`config.mk`:
```
export PLATFORM = sky130hd
export DESIGN_NAME = button_gesture_classifier_flat
export DESIGN_NICKNAME = d
export VERILOG_FILES = /design/src/hw/rtl/bgc_pkg.sv /design/src/hw/rtl/bgc_req_if.sv /design/src/hw/rtl/bgc_rsp_if.sv /design/src/hw/rtl/bgc_csr_if.sv /design/src/hw/rtl/button_gesture_classifier.sv /design/src/hw/rtl/bgc_csr.sv /design/src/hw/rtl/bgc_core.sv /design/src/flat_wrapper.sv
export SDC_FILE = /design/constraint.sdc
export NUM_CORES = 1
export LEC_CHECK = 0
export ABC_CLOCK_PERIOD_IN_PS = 7300
export BUFFER_PORTS_ARGS = -buffer_cell sky130_fd_sc_hd__buf_2
export CAP_MARGIN = 25
export CORE_MARGIN = 1
export CORE_UTILIZATION = 45
export DETAILED_ROUTE_END_ITERATION = 7
export GPL_TIMING_DRIVEN = 0
export HOLD_SLACK_MARGIN = 0.08
export PLACE_DENSITY = 0.64
export RECOVER_POWER = 100
export SLEW_MARGIN = 40
export SYNTH_ARGS = -nofsm -noshare
export SYNTH_HDL_FRONTEND = slang
export SYNTH_HIERARCHICAL = 1
export SYNTH_SLANG_ARGS = --single-unit
```
`constraint.sdc`:
```
create_clock -name clock -period 7.3 [get_ports clock]
set_clock_uncertainty 0.15 [all_clocks]
set_input_delay 1.46 -clock clock [delete_from_list [all_inputs] [get_ports clock]]
set_output_delay 1.46 -clock clock [all_outputs]
set_load 0.02 [all_outputs]
```
`src/hw/rtl/bgc_pkg.sv`:
```
`timescale 1ns / 1ps

package bgc_pkg;

   localparam int TIME_BITS = 32;
   localparam int NOW_BITS  = 32;
   localparam int THR_BITS  = 16;
   localparam int CSR_IDX_BITS = 2;

   typedef logic [TIME_BITS-1:0]    time_type;
   typedef logic [NOW_BITS-1:0]     now_type;
   typedef logic [THR_BITS-1:0]     thr_type;
   typedef logic [CSR_IDX_BITS-1:0] csr_index_type;

   typedef enum logic [1:0] {
      GEST_NONE   = 2'd0,
      GEST_SINGLE = 2'd1,
      GEST_DOUBLE = 2'd2,
      GEST_LONG   = 2'd3
   } gesture_type;

   localparam csr_index_type CSR_DEBOUNCE_TIME = 2'd0;
   localparam csr_index_type CSR_DOUBLE_WINDOW = 2'd1;
   localparam csr_index_type CSR_LONG_TIME     = 2'd2;

   localparam thr_type DEBOUNCE_TIME_RESET = 16'd30;
   localparam thr_type DOUBLE_WINDOW_RESET = 16'd450;
   localparam thr_type LONG_TIME_RESET     = 16'd1500;

   typedef struct packed {
      thr_type debounce_time;
      thr_type double_window;
      thr_type long_time;
   } cfg_type;

endpackage

```
`src/hw/rtl/bgc_req_if.sv`:
```
`timescale 1ns / 1ps

interface bgc_req_if import bgc_pkg::*; ();
   logic    valid;
   logic    ready;
   logic    level_pressed;
   now_type now_ms;

   modport source (output valid, output level_pressed, output now_ms, input ready);
   modport sink   (input valid, input level_pressed, input now_ms, output ready);
endinterface

```
`src/hw/rtl/bgc_rsp_if.sv`:
```
`timescale 1ns / 1ps

interface bgc_rsp_if ();
   logic       valid;
   logic       ready;
   logic [1:0] gesture;
   logic       debounced_level;

   modport source (output valid, output gesture, output debounced_level, input ready);
   modport sink   (input valid, input gesture, input debounced_level, output ready);
endinterface

```
`src/hw/rtl/bgc_csr_if.sv`:
```
`timescale 1ns / 1ps

interface bgc_csr_if import bgc_pkg::*; ();
   logic          valid;
   logic          ready;
   csr_index_type index;
   thr_type       data;

   modport source (output valid, output index, output data, input ready);
   modport sink   (input valid, input index, input data, output ready);
endinterface

```
`src/hw/rtl/button_gesture_classifier.sv`:
```
`timescale 1ns / 1ps

// Button gesture classifier.
// The req channel carries one poll sample per item: the raw level (1 = pressed)
// and a free-running millisecond timestamp. For every sample the rsp channel
// returns exactly one item: a gesture code (none, single, double, long) and the
// debounced level after that sample, in the order the samples were taken.
// The csr channel writes the debounce time, double-tap window and long-press
// time; it is always ready and should only be used while no sample is in flight.
// A sample accepted is registered in the input register, and its result is
// loaded into the output register once that register is empty or being read.
// Throughput is one item per cycle while the receiver is ready, set by the state
// update (three subtract-and-compare paths feeding the gesture flags).
// Reset restores the default thresholds (30, 450, 1500 ms) and clears all
// gesture state. When the receiver stalls, the result holds in the output
// register and one further sample waits in the input register; ready drops
// only when both are full.

module button_gesture_classifier import bgc_pkg::*; (
   input  logic clock,
   input  logic reset,
   bgc_req_if.sink   req_chan,
   bgc_rsp_if.source rsp_chan,
   bgc_csr_if.sink   csr_chan
);

   logic        in_valid_ff, in_valid_in;
   logic        in_level_ff;
   time_type    in_now_ff;
   logic        out_valid_ff, out_valid_in;
   gesture_type out_gesture_ff;
   logic        out_level_ff;

   logic        advance, move, take;
   cfg_type     cfg;
   gesture_type core_gesture;
   logic        core_held;

   assign advance = !out_valid_ff || rsp_chan.ready;
   assign move    = in_valid_ff && advance;
   assign req_chan.ready = !in_valid_ff || advance;
   assign take    = req_chan.valid && req_chan.ready;

   assign csr_chan.ready = 1'b1;

   bgc_csr u_csr (
      .clock    (clock),
      .reset    (reset),
      .wr_en    (csr_chan.valid),
      .wr_index (csr_chan.index),
      .wr_data  (csr_chan.data),
      .cfg      (cfg)
   );

   bgc_core u_core (
      .clock   (clock),
      .reset   (reset),
      .step    (move),
      .level   (in_level_ff),
      .now     (in_now_ff),
      .cfg     (cfg),
      .gesture (core_gesture),
      .held    (core_held)
   );

   always_comb begin
      in_valid_in  = take || (in_valid_ff && !advance);
      out_valid_in = move || (out_valid_ff && !rsp_chan.ready);
   end

   always_ff @(posedge clock) begin
      if (reset) begin
         in_valid_ff  <= 1'b0;
         out_valid_ff <= 1'b0;
      end else begin
         in_valid_ff  <= in_valid_in;
         out_valid_ff <= out_valid_in;
      end
   end

   always_ff @(posedge clock) begin
      if (take) begin
         in_level_ff <= req_chan.level_pressed;
         in_now_ff   <= time_type'(req_chan.now_ms);
      end
      if (move) begin
         out_gesture_ff <= core_gesture;
         out_level_ff   <= core_held;
      end
   end

   assign rsp_chan.valid           = out_valid_ff;
   assign rsp_chan.gesture         = out_gesture_ff;
   assign rsp_chan.debounced_level = out_level_ff;

`ifndef SYNTHESIS
   a_long_while_held: assert property (@(posedge clock) disable iff (reset)
      out_valid_ff && (out_gesture_ff == GEST_LONG) |-> out_level_ff)
      else $error("long press reported with the button released");

   a_tap_while_released: assert property (@(posedge clock) disable iff (reset)
      out_valid_ff && ((out_gesture_ff == GEST_SINGLE) || (out_gesture_ff == GEST_DOUBLE))
      |-> !out_level_ff)
      else $error("tap reported with the button held");

   a_ready_low_only_full: assert property (@(posedge clock) disable iff (reset)
      !req_chan.ready |-> in_valid_ff && out_valid_ff)
      else $error("input stalled with a free stage");

   a_stalled_item_kept: assert property (@(posedge clock) disable iff (reset)
      in_valid_ff && !advance |=> in_valid_ff)
      else $error("waiting item lost from the input register");
`endif

endmodule

```
`src/hw/rtl/bgc_csr.sv`:
```
`timescale 1ns / 1ps

module bgc_csr import bgc_pkg::*; (
   input  logic          clock,
   input  logic          reset,
   input  logic          wr_en,
   input  csr_index_type wr_index,
   input  thr_type       wr_data,
   output cfg_type       cfg
);

   cfg_type cfg_ff;
   cfg_type cfg_in;

   always_comb begin
      cfg_in = cfg_ff;
      if (wr_en) begin
         unique case (wr_index)
            CSR_DEBOUNCE_TIME: cfg_in.debounce_time = wr_data;
            CSR_DOUBLE_WINDOW: cfg_in.double_window = wr_data;
            CSR_LONG_TIME:     cfg_in.long_time     = wr_data;
            default:           cfg_in = cfg_ff;
         endcase
      end
   end

   always_ff @(posedge clock) begin
      if (reset) begin
         cfg_ff.debounce_time <= DEBOUNCE_TIME_RESET;
         cfg_ff.double_window <= DOUBLE_WINDOW_RESET;
         cfg_ff.long_time     <= LONG_TIME_RESET;
      end else begin
         cfg_ff <= cfg_in;
      end
   end

   assign cfg = cfg_ff;

endmodule

```
`src/hw/rtl/bgc_core.sv`:
```
`timescale 1ns / 1ps

module bgc_core import bgc_pkg::*; (
   input  logic        clock,
   input  logic        reset,
   input  logic        step,
   input  logic        level,
   input  time_type    now,
   input  cfg_type     cfg,
   output gesture_type gesture,
   output logic        held
);

   logic     held_ff, held_in;
   time_type last_change_ff, last_change_in;
   time_type press_start_ff, press_start_in;
   logic     tap_pending_ff, tap_pending_in;
   time_type first_release_ff, first_release_in;
   logic     long_done_ff, long_done_in;

   time_type el_last, el_press, el_first;
   logic     change, press, release_tap, new_tap, fire_long, fire_single;
   logic     tap_mid;

   // All three differences are taken against the stored times; where a time is
   // replaced by now in this sample, the check on it is masked by !press or !new_tap.
   assign el_last  = now - last_change_ff;
   assign el_press = now - press_start_ff;
   assign el_first = now - first_release_ff;

   always_comb begin
      gesture          = GEST_NONE;
      held_in          = held_ff;
      last_change_in   = last_change_ff;
      press_start_in   = press_start_ff;
      first_release_in = first_release_ff;
      long_done_in     = long_done_ff;
      tap_mid          = tap_pending_ff;

      change      = (level != held_ff) && (el_last > time_type'(cfg.debounce_time));
      press       = change && level;
      release_tap = change && !level && !long_done_ff;
      new_tap     = release_tap && !tap_pending_ff;

      if (change) begin
         held_in        = level;
         last_change_in = now;
      end
      if (press) begin
         press_start_in = now;
         long_done_in   = 1'b0;
      end
      if (release_tap) begin
         if (!tap_pending_ff) begin
            tap_mid          = 1'b1;
            first_release_in = now;
         end else begin
            tap_mid = 1'b0;
            gesture = GEST_DOUBLE;
         end
      end

      fire_long = held_in && !long_done_in && !press
                  && (el_press > time_type'(cfg.long_time));
      tap_pending_in = tap_mid;
      if (fire_long) begin
         long_done_in   = 1'b1;
         tap_pending_in = 1'b0;
         gesture        = GEST_LONG;
      end

      fire_single = tap_pending_in && !held_in && !new_tap
                    && (el_first > time_type'(cfg.double_window));
      if (fire_single) begin
         tap_pending_in = 1'b0;
         gesture        = GEST_SINGLE;
      end
   end

   always_ff @(posedge clock) begin
      if (reset) begin
         held_ff          <= 1'b0;
         last_change_ff   <= '0;
         press_start_ff   <= '0;
         tap_pending_ff   <= 1'b0;
         first_release_ff <= '0;
         long_done_ff     <= 1'b0;
      end else if (step) begin
         held_ff          <= held_in;
         last_change_ff   <= last_change_in;
         press_start_ff   <= press_start_in;
         tap_pending_ff   <= tap_pending_in;
         first_release_ff <= first_release_in;
         long_done_ff     <= long_done_in;
      end
   end

   assign held = held_in;

endmodule
```
`src/flat_wrapper.sv`:
```
// flat-port wrapper written by rule: the top's interface ports become plain ports
module button_gesture_classifier_flat import bgc_pkg::*;
  (clock, reset, req_chan_valid, req_chan_level_pressed, req_chan_now_ms, req_chan_ready, rsp_chan_valid, rsp_chan_gesture, rsp_chan_debounced_level, rsp_chan_ready, csr_chan_valid, csr_chan_index, csr_chan_data, csr_chan_ready);
  bgc_req_if req_chan_i ();
  bgc_rsp_if rsp_chan_i ();
  bgc_csr_if csr_chan_i ();
  input  logic clock;
  input  logic reset;
  input wire logic [$bits(req_chan_i.valid)-1:0] req_chan_valid;
  input wire logic [$bits(req_chan_i.level_pressed)-1:0] req_chan_level_pressed;
  input wire logic [$bits(req_chan_i.now_ms)-1:0] req_chan_now_ms;
  output wire logic [$bits(req_chan_i.ready)-1:0] req_chan_ready;
  output wire logic [$bits(rsp_chan_i.valid)-1:0] rsp_chan_valid;
  output wire logic [$bits(rsp_chan_i.gesture)-1:0] rsp_chan_gesture;
  output wire logic [$bits(rsp_chan_i.debounced_level)-1:0] rsp_chan_debounced_level;
  input wire logic [$bits(rsp_chan_i.ready)-1:0] rsp_chan_ready;
  input wire logic [$bits(csr_chan_i.valid)-1:0] csr_chan_valid;
  input wire logic [$bits(csr_chan_i.index)-1:0] csr_chan_index;
  input wire logic [$bits(csr_chan_i.data)-1:0] csr_chan_data;
  output wire logic [$bits(csr_chan_i.ready)-1:0] csr_chan_ready;
  assign req_chan_i.valid = req_chan_valid;
  assign req_chan_i.level_pressed = req_chan_level_pressed;
  assign req_chan_i.now_ms = req_chan_now_ms;
  assign req_chan_ready = req_chan_i.ready;
  assign rsp_chan_valid = rsp_chan_i.valid;
  assign rsp_chan_gesture = rsp_chan_i.gesture;
  assign rsp_chan_debounced_level = rsp_chan_i.debounced_level;
  assign rsp_chan_i.ready = rsp_chan_ready;
  assign csr_chan_i.valid = csr_chan_valid;
  assign csr_chan_i.index = csr_chan_index;
  assign csr_chan_i.data = csr_chan_data;
  assign csr_chan_ready = csr_chan_i.ready;
  button_gesture_classifier u_core (.clock(clock), .reset(reset), .req_chan(req_chan_i), .rsp_chan(rsp_chan_i), .csr_chan(csr_chan_i));
endmodule
```
==> flow_metrics.py, run 1 <==
metrics = {
    "cells_and_area": {
        "multiInputGateArea_um2": 8550,
        "final_layout_size_suffix_gt1_share_pct": 6.51,
        "seqCellArea_um2": 4060,
        "mostFrequentLayoutCell": "sky130_fd_sc_hd__inv_1",
        "n_fill_cell": 2852,
        "ant_diodes": 0,
        "most-common-layout-cells": "sky130_fd_sc_hd__inv_1 (176), sky130_fd_sc_hd__nor2_1 (175), sky130_fd_sc_hd__mux2i_1 (152), sky130_fd_sc_hd__dfxtp_1 (149), sky130_fd_sc_hd__ha_1 (143)",
        "finalNetCount": 1878,
        "synthToLayoutAreaGrowth_pct": 9.79,
    },
    "hold_path": {
        "type_of_the_tightest_min_delay_check": "reg -> reg",
        "worst_hold_end": "u_core/rsp_chan.valid",
        "min_from": "u_core/in_valid_ff",
        "whs_path_depth": 2,
    },
    "power": {
        "internal_power_mw": 1.98,
        "clock_power_share_pct": 35.7,
        "p_per_area_nw_per_um2": 189,
        "worst_ir_drop_vdd_mv": 0.172,
        "power.share.switching_pct": 30.1,
        "sequential_share_of_power_pct": 39.7,
        "net-switching-power_mw": 0.852,
        "static-leakage-power_nw": 6.68,
        "p_comb_share_pct": 24.6,
    },
    "setup_path": {
        "timing.rr.start": "u_core/in_now_ff[0]",
        "setup.reg_to_reg.worst_slack_ns": 0.89,
        "timing.critical_path.from_type": "register",
        "crit-reg2reg-capture": "u_core/rsp_chan.gesture[1]",
        "cp_data_arrival_time_ns": 6.54,
        "worst-setup-path-type": "reg -> reg",
        "worstSetupEndpointType": "register",
        "critPathRequiredTime_ns": 7.43,
        "worstRegToRegCells": 25,
        "cp_max_fo": 4,
    },
    "clocking": {
        "ctsRootBufferMaster": "sky130_fd_sc_hd__clkbuf_16",
        "setup_fix_buffers_added_after_clock_tree_synthesis": 0,
        "clkSinkCount": 185,
        "total_clock_buffers_created_by_cts": 17,
        "tritoncts": "done",
        "cts_buffer_depth": 2,
        "cts.reportedPaths.clkPinSlew_ns": 0.07,
        "insertion_delay_ns": 0.44,
        "total_number_of_h_tree_levels": 4,
        "cts_hold_buf": 0,
        "postCtsResizedCells": 0,
    },
    "timing": {
        "final-hold-violation-count": 0,
        "max_slew_margin_pct": -33.0,
        "fin_hold_ws_ns": 0.324,
        "worstMarginPinSlew_ns": 1.99,
        "final-setup-viol-count": 0,
        "final_period_minus_worst_setup_slack_ns": 6.41,
        "fin_ws_ns": 0.889,
        "timing.fmax_ghz": 0.156,
        "totalNegativeSetupSlack_ns": 0,
        "rsz0062_at_grt": "false",
        "final-max-slew-violation-count": 34,
        "timing.final.crit_share_pct": 87.8,
    },
    "die": {
        "initial_util_pct": 45.9,
        "full_die_area_um2": 31000,
        "floorplan.die.width_um": 176,
        "core_area_um2": 29700,
        "io_pins": 62,
        "site_rows": 63,
        "dieHeight_um": 176,
    },
    "logic_synthesis": {
        "synthCells": 1597,
        "synth_fp_nets": 1799,
        "ys.warnings.count": 6,
        "post-synth-top-area-fraction_pct": 21.9,
        "synth_async_sr_flop_share_pct": 0,
        "synth_ff_type": "sky130_fd_sc_hd__dfxtp_1",
        "number_of_synthesized_flops_with_an_enable_pin": 36,
        "number_of_library_cell_types_mapped_by_synthesis": 85,
        "flip_flop_and_latch_count_after_synthesis": 185,
        "syn_area_per_cell_um2": 8.54,
        "sequential_area_share_after_synthesis_pct": 29.8,
        "post_synth_instance_area_um2": 13600,
        "yosys-top-cells-area": "sky130_fd_sc_hd__dfxtp_1 (22%), sky130_fd_sc_hd__ha_1 (13%), sky130_fd_sc_hd__mux2i_1 (11%)",
        "yosys.area.top_type": "sky130_fd_sc_hd__dfxtp_1",
    },
    "routing": {
        "drt_iter0_drc": 635,
        "drt_first_pass_iters": 5,
        "drt.antenna.violating_nets": 0,
        "wire_per_inst_um": 16.2,
        "avgViaCountPerCell": 5.47,
        "drc_errors": 0,
        "detail_route.wirelength_um": 33800,
        "vias": 11400,
    },
    "grt": {
        "grt.overflow.total": 0,
        "maximum_number_of_pins_on_one_net_before_global_route_repair": 34,
        "first_global_vias": 10900,
        "grt_util_all_layers_pct": 22.2,
        "number_of_antenna_violations_at_the_first_check_in_global_routing": 0,
        "grt_pass1_wl_um": 54400,
    },
    "placement": {
        "hpwlAfterDp_um": 27300,
        "portBuffers": 60,
        "finalWeightedCongestion": 0.920,
        "detailedPlace.worstSlack_ns": 0.915,
    },
    "run_status": {
        "failing_checks": "max-capacitance violations, max-slew violations",
        "status": "finished, violations left",
    },
    "job": {
        "max_cap_violations": 1,
    },
}
==> state kept, by name, indices dropped and copies added, names as in the netlist <==
name,cells
u_core/in_now_ff,32
u_core/in_level_ff,1
u_core/rsp_chan.gesture,2
u_core/rsp_chan.debounced_level,1
u_core/u_core/tap_pending_ff,1
u_core/u_core/first_release_ff,32
u_core/rsp_chan.valid,1
u_core/u_csr/cfg,48
u_core/u_core/press_start_ff,32
u_core/u_core/held_ff,1
u_core/u_core/long_done_ff,1
u_core/in_valid_ff,1
u_core/u_core/last_change_ff,32
==> layer usage <==
layer / vias to the layer above / GRT usage (%) / share of wire, %
met4: 0 / 7.17 / 2.3
li1: 5782 / - / -
met3: 44 / 2.93 / 3.7
met2: 246 / 36.0 / 45
met1: 5307 / 30.3 / 49
met5: - / 0 / 0
==> synth_stat cells, types with 11 or more instances <==
cell type / n
sky130_fd_sc_hd__dfxtp_1: 149
sky130_fd_sc_hd__a21oi_1: 107
sky130_fd_sc_hd__edfxtp_1: 36
sky130_fd_sc_hd__nor2_1: 175
sky130_fd_sc_hd__clkbuf_1: 36
sky130_fd_sc_hd__a31oi_1: 12
sky130_fd_sc_hd__nor3_1: 15
sky130_fd_sc_hd__nor2b_1: 15
sky130_fd_sc_hd__nand2_1: 77
sky130_fd_sc_hd__xnor2_1: 37
sky130_fd_sc_hd__o21a_1: 15
sky130_fd_sc_hd__xor2_1: 28
sky130_fd_sc_hd__nand2b_1: 61
sky130_fd_sc_hd__and3_1: 11
sky130_fd_sc_hd__o211ai_1: 14
sky130_fd_sc_hd__a21o_1: 44
sky130_fd_sc_hd__mux2i_1: 152
sky130_fd_sc_hd__or3_1: 11
sky130_fd_sc_hd__nand4_1: 29
sky130_fd_sc_hd__a211oi_1: 17
sky130_fd_sc_hd__nand3_1: 26
sky130_fd_sc_hd__inv_1: 176
sky130_fd_sc_hd__ha_1: 143
sky130_fd_sc_hd__o21ai_0: 50
==> worst max-delay path by stage <==
stage	startpoint	endpoint	cells past startpoint
global placement	u_core/in_now_ff[0]	u_core/rsp_chan.gesture[0]	25
floorplan	u_core/in_now_ff[0]	u_core/rsp_chan.gesture[0]	25
CTS	u_core/in_now_ff[0]	u_core/rsp_chan.gesture[0]	25
global route	u_core/in_now_ff[0]	u_core/u_core/last_change_ff[28]	22
detailed placement	u_core/in_now_ff[0]	u_core/rsp_chan.gesture[0]	25
finish	u_core/in_now_ff[0]	u_core/rsp_chan.gesture[1]	25
==> power groups by stage <==
stage	clock (mW)	combinational (mW)	sequential (mW)
final	1.01	0.696	1.13
after global routing	1.08	0.778	1.13
after CTS	1.04	0.696	1.12
after detailed placement	0	0.691	1.15
after global placement	0	0.681	1.15
after floorplan	0	0.531	1.13
==> stage by stage <==
stage | cells | cell area (um^2) | total power, mW | util (%)
3_3_place_gp | 2047 | 14400 | 1.83 | 48.5
5_1_grt | 2079 | 15000 | 2.99 | 50.4
6_report | 2079 | 15000 | 2.83 | 50.4
2_1_floorplan | 1597 | 13600 | 1.66 | -
3_5_place_dp | 2047 | 14400 | 1.84 | 48.5
4_1_cts | 2079 | 15100 | 2.86 | 50.7
==> final cells by class <==
cell class | instances | share of cell area (%)
clock buffers | 18 | 2.87
plain buffers | 54 | 1.78
well taps | 390 | 3.26
inverters | 176 | 4.41
repair buffers | 60 | 1.95
flip-flops and latches | 185 | 27.2
clock inverters | 14 | 1.45
multi-input cells | 1182 | 57.1
==> logic make-up after synthesis <==
family	Yosys count	share of synthesized area, %
muxes	153	11.2
and+or+nand+nor	470	17.1
other	1	0.0275
xor gates and xnor gates	65	4.18
adders and majority gates	146	13.6
buffers and inverters	230	7.21
AOI/OAI and AO/OA	347	16.9
DFF	185	29.8
==> worst max-delay path: stages (launching register included) <==
cell and delay (ns):
sky130_fd_sc_hd__edfxtp_1 0.51, sky130_fd_sc_hd__inv_1 0.23, sky130_fd_sc_hd__ha_1 0.22, sky130_fd_sc_hd__inv_1 0.06, sky130_fd_sc_hd__fa_1 0.40, sky130_fd_sc_hd__a21o_1 0.19
sky130_fd_sc_hd__nand4_1 0.12, sky130_fd_sc_hd__a21oi_1 0.10, sky130_fd_sc_hd__o21ai_0 0.18, sky130_fd_sc_hd__nand2b_1 0.08, sky130_fd_sc_hd__a21o_1 0.20, sky130_fd_sc_hd__a21o_1 0.18
sky130_fd_sc_hd__a21oi_1 0.22, sky130_fd_sc_hd__o21bai_1 0.09, sky130_fd_sc_hd__a21oi_1 0.17, sky130_fd_sc_hd__xnor2_1 0.12, sky130_fd_sc_hd__ha_1 0.30, sky130_fd_sc_hd__nand4_1 0.11
sky130_fd_sc_hd__or3_1 0.40, sky130_fd_sc_hd__or2_0 0.31, sky130_fd_sc_hd__a211oi_1 0.30, sky130_fd_sc_hd__o2111ai_1 0.14, sky130_fd_sc_hd__or4_1 0.52, sky130_fd_sc_hd__or4_1 0.46
sky130_fd_sc_hd__o211ai_1 0.27, sky130_fd_sc_hd__a21boi_0 0.21
Note: power is estimated with default switching activity, not from simulation.
==> inputs of run 2 (changes only) <==
--- a/config.mk
+++ b/config.mk
@@ -5,15 +5,15 @@
 export SDC_FILE = /design/constraint.sdc
 export NUM_CORES = 1
 export LEC_CHECK = 0
-export ABC_CLOCK_PERIOD_IN_PS = 7300
+export ABC_CLOCK_PERIOD_IN_PS = 8200
 export BUFFER_PORTS_ARGS = -buffer_cell sky130_fd_sc_hd__buf_2
 export CAP_MARGIN = 25
 export CORE_MARGIN = 1
-export CORE_UTILIZATION = 45
+export CORE_UTILIZATION = 60
 export DETAILED_ROUTE_END_ITERATION = 7
 export GPL_TIMING_DRIVEN = 0
 export HOLD_SLACK_MARGIN = 0.08
-export PLACE_DENSITY = 0.64
+export PLACE_DENSITY = 0.81
 export RECOVER_POWER = 100
 export SLEW_MARGIN = 40
 export SYNTH_ARGS = -nofsm -noshare
==> constraint.sdc (replaced) <==
create_clock -name clock -period 8.2 [get_ports clock]
set_clock_uncertainty 0.15 [all_clocks]
set_input_delay 1.64 -clock clock [delete_from_list [all_inputs] [get_ports clock]]
set_output_delay 1.64 -clock clock [all_outputs]
set_load 0.02 [all_outputs]
==> run 2 against run 1 <==
Net effect:
- the flow still finishes with violations (max-capacitance violations, max-slew violations)
- sequential cell count did not move
- sequential power down 12%
- fmax fell by 1.7%
- worst hold slack lost 0.0050 ns
- largest cell class unchanged
- die area is 25% lower
- clock power shrank 13%
- total power down 12%
- first-iteration DRC count is 2.5% higher
- critical path depth decreased by 4
==> flow_metrics.py, run 2 (synthesis gave the netlist of run 1 again) <==
metrics = {
    "power": {
        "static-leakage-power_nw": 6.65,
        "worst_ir_drop_vdd_mv": 0.145,
        "p_comb_share_pct": 24.9,
        "internal_power_mw": 1.74,
        "p_per_area_nw_per_um2": 169,
        "clock_power_share_pct": 35.1,
        "net-switching-power_mw": 0.763,
        "sequential_share_of_power_pct": 40.1,
        "power.share.switching_pct": 30.5,
    },
    "setup_path": {
        "critPathRequiredTime_ns": 8.35,
        "crit_path_start": "u_core/in_now_ff[0]",
        "timing.critical_path.from_type": "register",
        "worst-setup-path-type": "reg -> reg",
        "crit-reg2reg-capture": "u_core/u_core/press_start_ff[8]",
        "worstRegToRegCells": 21,
        "crit_end": "u_core/u_core/press_start_ff[8]",
        "setup.reg_to_reg.worst_slack_ns": 1.68,
        "timing.rr.start": "u_core/in_now_ff[0]",
        "worstSetupEndpointType": "register",
        "cp_max_fo": 10,
        "cp_data_arrival_time_ns": 6.67,
    },
    "cells_and_area": {
        "mostFrequentLayoutCell": "sky130_fd_sc_hd__inv_1",
        "final_layout_size_suffix_gt1_share_pct": 6.39,
        "seqCellArea_um2": 4060,
        "multiInputGateArea_um2": 8550,
        "finalNetCount": 1878,
        "finish.cell_count_without_fillers": 1970,
        "largest_reg_flops": 48,
        "most-common-layout-cells": "sky130_fd_sc_hd__inv_1 (176), sky130_fd_sc_hd__nor2_1 (175), sky130_fd_sc_hd__mux2i_1 (152), sky130_fd_sc_hd__dfxtp_1 (149), sky130_fd_sc_hd__ha_1 (143)",
        "n_fill_cell": 1824,
        "synthToLayoutAreaGrowth_pct": 8.41,
    },
    "clocking": {
        "tritoncts": "done",
        "insertion_delay_ns": 0.43,
        "ctsRootBufferMaster": "sky130_fd_sc_hd__clkbuf_16",
        "clkSinkCount": 185,
        "total_clock_buffers_created_by_cts": 17,
        "cts_hold_buf": 0,
        "setup_fix_buffers_added_after_clock_tree_synthesis": 0,
        "postCtsResizedCells": 0,
        "total_number_of_h_tree_levels": 4,
        "cts.reportedPaths.clkPinSlew_ns": 0.07,
        "cts_buffer_depth": 2,
    },
    "timing": {
        "final_period_minus_worst_setup_slack_ns": 6.52,
        "worstMarginPinSlew_ns": 2.03,
        "totalNegativeSetupSlack_ns": 0,
        "timing.final.crit_share_pct": 79.6,
        "final-max-slew-violation-count": 34,
        "fin_ws_ns": 1.68,
        "final-setup-viol-count": 0,
        "timing.fmax_ghz": 0.153,
        "max_slew_margin_pct": -35.5,
        "rsz0062_at_grt": "false",
        "final-hold-violation-count": 0,
    },
    "placement": {
        "numPlacedInstances": 1937,
        "detailedPlace.worstSlack_ns": 1.91,
        "finalWeightedCongestion": 0.940,
        "portBuffers": 60,
        "hpwlAfterDp_um": 26800,
    },
    "die": {
        "initial_util_pct": 61.9,
        "floorplan.die.width_um": 153,
        "full_die_area_um2": 23300,
        "dieHeight_um": 153,
        "site_rows": 54,
        "core_area_um2": 22000,
        "io_pins": 62,
    },
    "routing": {
        "drt_first_pass_iters": 5,
        "detail_route.wirelength.met1_um": 15300,
        "avgViaCountPerCell": 5.92,
        "wire_per_inst_um": 17.0,
        "vias": 11700,
        "drc_errors": 0,
        "drt.antenna.violating_nets": 0,
        "drt_iter0_drc": 651,
        "top_layer": "met4",
        "met2RoutedLength_um": 15500,
        "sum_of_met3_wire_segment_lengths_after_detailed_routing_um": 2080,
        "detail_route.wirelength_um": 33600,
    },
    "grt": {
        "first_global_vias": 11300,
        "maximum_number_of_pins_on_one_net_before_global_route_repair": 34,
        "grt_pass1_wl_um": 54900,
        "number_of_antenna_violations_at_the_first_check_in_global_routing": 1,
        "grt_util_all_layers_pct": 29.3,
        "grt.overflow.total": 0,
    },
    "job": {
        "max_cap_violations": 1,
    },
    "hold_path": {
        "type_of_the_tightest_min_delay_check": "reg -> reg",
    },
    "run_status": {
        "status": "finished, violations left",
        "failing_checks": "max-capacitance violations, max-slew violations",
    },
}
run 2: cell types whose count changed in the layout (fill, tap and decap cells not counted), moves of 2 or more:
cell	delta
sky130_fd_sc_hd__buf_12	-3
sky130_fd_sc_hd__bufinv_16	-3
sky130_fd_sc_hd__clkbuf_1	+3
sky130_fd_sc_hd__clkbuf_16	+3
sky130_fd_sc_hd__clkinv_4	-2
run 2: power by group through the flow:
stage | Clock (mW) | Sequential (mW) | Combinational, mW
3_5_place_dp | 0 | 1.02 | 0.613
2_1_floorplan | 0 | 1.00 | 0.472
5_1_grt | 0.928 | 1.01 | 0.691
6_report | 0.878 | 1.00 | 0.622
3_3_place_gp | 0 | 1.02 | 0.598
4_1_cts | 0.889 | 1.00 | 0.619
run 2: cell type report:
| cell class | instances | area share [%] |
|---|---|---|
| sequential | 185 | 27.5 |
| clock inverter | 9 | 0.804 |
| buffer | 54 | 1.47 |
| multi-input combinational | 1182 | 57.8 |
| tap | 280 | 2.37 |
| inverter | 176 | 4.47 |
| clock buffer | 23 | 3.53 |
| antenna | 1 | 0.0169 |
| timing repair buffer | 60 | 1.98 |
run 2: worst min-delay path by stage:
stage,cells past startpoint,startpoint,end
global placement,2,u_core/u_csr/cfg[40],u_core/u_csr/cfg[40]
CTS,2,u_core/u_csr/cfg[25],u_core/u_csr/cfg[25]
floorplan,2,u_core/u_core/long_done_ff,u_core/u_core/long_done_ff
detailed placement,2,u_core/u_csr/cfg[38],u_core/u_csr/cfg[38]
global route,2,u_core/in_valid_ff,u_core/rsp_chan.valid
finish,2,u_core/in_valid_ff,u_core/rsp_chan.valid
run 2: routing by layer:
layer | vias to the layer above | global-route usage [%]
li1 | 5790 | -
met1 | 5429 | 38.7
met2 | 385 | 48.7
met3 | 55 | 4.61
met4 | 0 | 9.67
met5 | - | 0
run 2: critical path: stages (launching register included):
cell and delay [ns]:
sky130_fd_sc_hd__edfxtp_1 0.51, sky130_fd_sc_hd__inv_1 0.21, sky130_fd_sc_hd__ha_1 0.29, sky130_fd_sc_hd__fa_1 0.42, sky130_fd_sc_hd__nor2b_1 0.17, sky130_fd_sc_hd__o2111ai_1 0.22
sky130_fd_sc_hd__a21oi_1 0.39, sky130_fd_sc_hd__o21ai_0 0.15, sky130_fd_sc_hd__nand2b_1 0.10, sky130_fd_sc_hd__xor2_1 0.09, sky130_fd_sc_hd__ha_1 0.33, sky130_fd_sc_hd__nand4_1 0.17
sky130_fd_sc_hd__nor4_1 0.58, sky130_fd_sc_hd__o211a_1 0.23, sky130_fd_sc_hd__o2111ai_1 0.12, sky130_fd_sc_hd__nor4_1 0.29, sky130_fd_sc_hd__nand4_1 0.40, sky130_fd_sc_hd__nand4b_1 0.23
sky130_fd_sc_hd__clkbuf_1 0.37, sky130_fd_sc_hd__clkbuf_1 0.59, sky130_fd_sc_hd__mux2i_1 0.31, sky130_fd_sc_hd__nor2_1 0.06
run 2: metrics by stage:
| step | utilization (%) | hold WS, ns | instance area [um^2] | total power, mW |
|---|---|---|---|---|
| floorplan | - | 0.295 | 13600 | 1.48 |
| global placement | 64.8 | 0.312 | 14300 | 1.62 |
| detailed placement | 64.8 | 0.313 | 14300 | 1.63 |
| CTS | 67.7 | 0.329 | 14900 | 2.51 |
| global route | 67.1 | 0.344 | 14800 | 2.63 |
| finish | 67.1 | 0.319 | 14800 | 2.50 |
==> inputs of run 3 (changes only) <==
--- a/config.mk
+++ b/config.mk
@@ -5,11 +5,11 @@
 export SDC_FILE = /design/constraint.sdc
 export NUM_CORES = 1
 export LEC_CHECK = 0
-export ABC_CLOCK_PERIOD_IN_PS = 8200
+export ABC_CLOCK_PERIOD_IN_PS = 5600
 export BUFFER_PORTS_ARGS = -buffer_cell sky130_fd_sc_hd__buf_2
 export CAP_MARGIN = 25
 export CORE_MARGIN = 1
-export CORE_UTILIZATION = 60
+export CORE_UTILIZATION = 57
 export DETAILED_ROUTE_END_ITERATION = 7
 export GPL_TIMING_DRIVEN = 0
 export HOLD_SLACK_MARGIN = 0.08
==> constraint.sdc (replaced) <==
create_clock -name clock -period 5.6 [get_ports clock]
set_clock_uncertainty 0.15 [all_clocks]
set_input_delay 1.12 -clock clock [delete_from_list [all_inputs] [get_ports clock]]
set_output_delay 1.12 -clock clock [all_outputs]
set_load 0.02 [all_outputs]
==> run 3 against run 2 <==
Net effect:
- the flow finishes with violations (max-capacitance violations, max-slew violations, negative setup slack)
- combinational power grew 55%
- sequential share of layout area is 0.78 points lower
- wire length up 2.1%
- utilization is 2.3 points lower
- global-route usage is 0.90 points lower
- critical path type unchanged
- largest power group unchanged
- highest routed layer unchanged
==> flow_metrics.py, run 3 (synthesis gave the netlist of run 1 again) <==
metrics = {
    "timing": {
        "fin_hold_ws_ns": 0.324,
        "max_slew_margin_pct": -35.2,
        "fin_ws_ns": -0.0324,
        "worstMarginPinSlew_ns": 2.03,
        "final_period_minus_worst_setup_slack_ns": 5.63,
        "timing.fmax_ghz": 0.178,
        "final-setup-viol-count": 2,
        "final-hold-violation-count": 0,
        "rsz0062_at_grt": "true",
        "timing.final.crit_share_pct": 101,
        "final-max-slew-violation-count": 34,
    },
    "placement": {
        "finalWeightedCongestion": 0.933,
        "hpwlAfterDp_um": 26400,
        "portBuffers": 60,
        "dpl_cell_area_um2": 14300,
    },
    "cells_and_area": {
        "multiInputGateArea_um2": 8690,
        "most-common-layout-cells": "sky130_fd_sc_hd__nor2_1 (175), sky130_fd_sc_hd__inv_1 (174), sky130_fd_sc_hd__mux2i_1 (152), sky130_fd_sc_hd__dfxtp_1 (149), sky130_fd_sc_hd__ha_1 (142)",
        "mostFrequentLayoutCell": "sky130_fd_sc_hd__nor2_1",
        "ant_diodes": 0,
        "synthToLayoutAreaGrowth_pct": 11.6,
        "finalNetCount": 1899,
        "postLayoutCellArea_um2": 15200,
        "largest_reg_flops": 48,
        "seqCellArea_um2": 4060,
        "final_layout_size_suffix_gt1_share_pct": 9.77,
        "n_fill_cell": 1920,
    },
    "power": {
        "p_per_area_nw_per_um2": 245,
        "static-leakage-power_nw": 6.82,
        "worst_ir_drop_vdd_mv": 0.228,
    },
    "routing": {
        "top_layer": "met4",
        "sum_of_met3_wire_segment_lengths_after_detailed_routing_um": 1820,
        "detail_route.wirelength.met1_um": 15500,
        "vias": 11800,
        "drt.antenna.violating_nets": 0,
        "detail_route.wirelength_um": 34300,
        "drt_first_pass_iters": 5,
        "avgViaCountPerCell": 5.82,
        "wire_per_inst_um": 16.9,
        "met2RoutedLength_um": 15900,
        "drt_iter0_drc": 777,
        "drc_errors": 0,
    },
    "setup_path": {
        "timing.critical_path.from_type": "register",
        "cp_data_arrival_time_ns": 5.78,
        "cp_slowest_cell": "sky130_fd_sc_hd__edfxtp_1",
        "cpPeakStageDelay_ns": 0.48,
        "setup.reg_to_reg.worst_slack_ns": -0.03,
        "worstRegToRegCells": 22,
        "cp_max_fo": 3,
        "worst_path_most_repeated_cell": "sky130_fd_sc_hd__a21o_1",
        "worst-setup-path-type": "reg -> reg",
        "worst_path_dominant_cell_family": "compound AO/OA/AOI/OAI gates",
        "worstSetupEndpointType": "register",
        "cp_num_buf_inv": 1,
        "worstSetupPathDepth": 22,
        "critPathRequiredTime_ns": 5.75,
        "path_cells": "buf_4, ha_1, nor2b_1, o2111ai_2, a31oi_2, or2_2, nand2_1, o21bai_2, a21o_1, a21oi_1, xnor2_1, ha_1, a21o_1, a21o_1, a21oi_2, o221ai_4, a211oi_2, o2111ai_1, or4_1, or4_4, o211ai_1, a21boi_2",
    },
    "die": {
        "io_pins": 62,
        "full_die_area_um2": 24500,
        "floorplan.die.width_um": 157,
        "core_area_um2": 23500,
        "site_rows": 56,
        "initial_util_pct": 58.1,
        "dieHeight_um": 157,
    },
    "job": {
        "max_cap_violations": 1,
    },
    "clocking": {
        "insertion_delay_ns": 0.44,
        "clkSinkCount": 185,
        "ctsRootBufferMaster": "sky130_fd_sc_hd__clkbuf_16",
        "tritoncts": "done",
        "cts.reportedPaths.clkPinSlew_ns": 0.07,
        "total_number_of_h_tree_levels": 4,
        "cts_buffer_depth": 2,
        "total_clock_buffers_created_by_cts": 17,
    },
    "grt": {
        "grt_util_all_layers_pct": 28.4,
        "grt.overflow.total": 0,
        "number_of_antenna_violations_at_the_first_check_in_global_routing": 0,
        "maximum_number_of_pins_on_one_net_before_global_route_repair": 34,
        "grt_pass1_wl_um": 54600,
        "first_global_vias": 11100,
    },
    "run_status": {
        "failing_checks": "max-capacitance violations, max-slew violations, negative setup slack",
        "status": "finished, violations left",
    },
    "hold_path": {
        "whs_path_depth": 2,
        "type_of_the_tightest_min_delay_check": "reg -> reg",
    },
}
[run 3: changes by cell type in the layout (fill, tap and decap cells not counted), sizes merged]
cell and delta:
buf +30, bufinv +2, clkbuf -13, clkinv +2, diode -1
[run 3: what timing repair did]
item                                    CTS  global route
resized for setup                        18            14
pin swaps                                16             6
endpoints found under the setup margin   92            95
hold buffers                              0             0
buffers inserted                         14             7
hold endpoints to repair                  0             0
[run 3: worst paths after layout]
path / startpoint / endpoint
setup / recovery: u_core/in_now_ff[1] / u_core/rsp_chan.gesture[1]
hold / removal: u_core/in_valid_ff / u_core/rsp_chan.valid
setup reg to reg: u_core/in_now_ff[1] / u_core/rsp_chan.gesture[1]
hold reg to reg: u_core/in_valid_ff / u_core/rsp_chan.valid
[run 3: worst reg2reg max path: cells and delay by family, from the launching register on]
kind                       cells  cell delay, ns
and+or+nand+nor                5            1.47
DFF                            1            0.48
AOI/OAI and AO/OA             13            2.47
adders and majority gates      2            0.58
buffers and inverters          1            0.18
xor gates and xnor gates       1            0.18
[run 3: layout make-up]
| cell class | instances | area share [%] |
|---|---|---|
| tap | 319 | 2.62 |
| multi-input combinational | 1182 | 57.1 |
| timing repair buffer | 81 | 2.94 |
| sequential | 185 | 26.7 |
| clock inverter | 13 | 1.24 |
| inverter | 176 | 4.34 |
| buffer | 54 | 2.10 |
| clock buffer | 19 | 2.91 |
[run 3: per-layer routing]
| metal | global-route usage, % | up-vias |
|---|---|---|
| met5 | 0 | - |
| met4 | 10.5 | 0 |
| met2 | 46.9 | 363 |
| li1 | - | 5816 |
| met1 | 37.8 | 5561 |
| met3 | 3.57 | 68 |
[run 3: report_power, final]
group	leakage [nW]	internal [mW]	switching [mW]	total [mW]
clock network	0.310	0.765	0.533	1.30
registers	1.56	1.41	0.0534	1.46
logic	4.95	0.402	0.560	0.962
total	6.82	2.58	1.15	3.72
[run 3: stage by stage]
stage	setup TNS, ns	cells	utilization [%]	setup slack [ns]	power [mW]
floorplan	0	1597	-	0.194	2.16
global placement	-1.89	1976	61.1	-0.669	2.37
detailed placement	-6.01	1976	61.1	-0.772	2.39
CTS	0	2022	64.4	0.0120	3.70
global route	-2.04	2029	64.8	-0.210	3.89
finish	-0.0626	2029	64.8	-0.0324	3.72
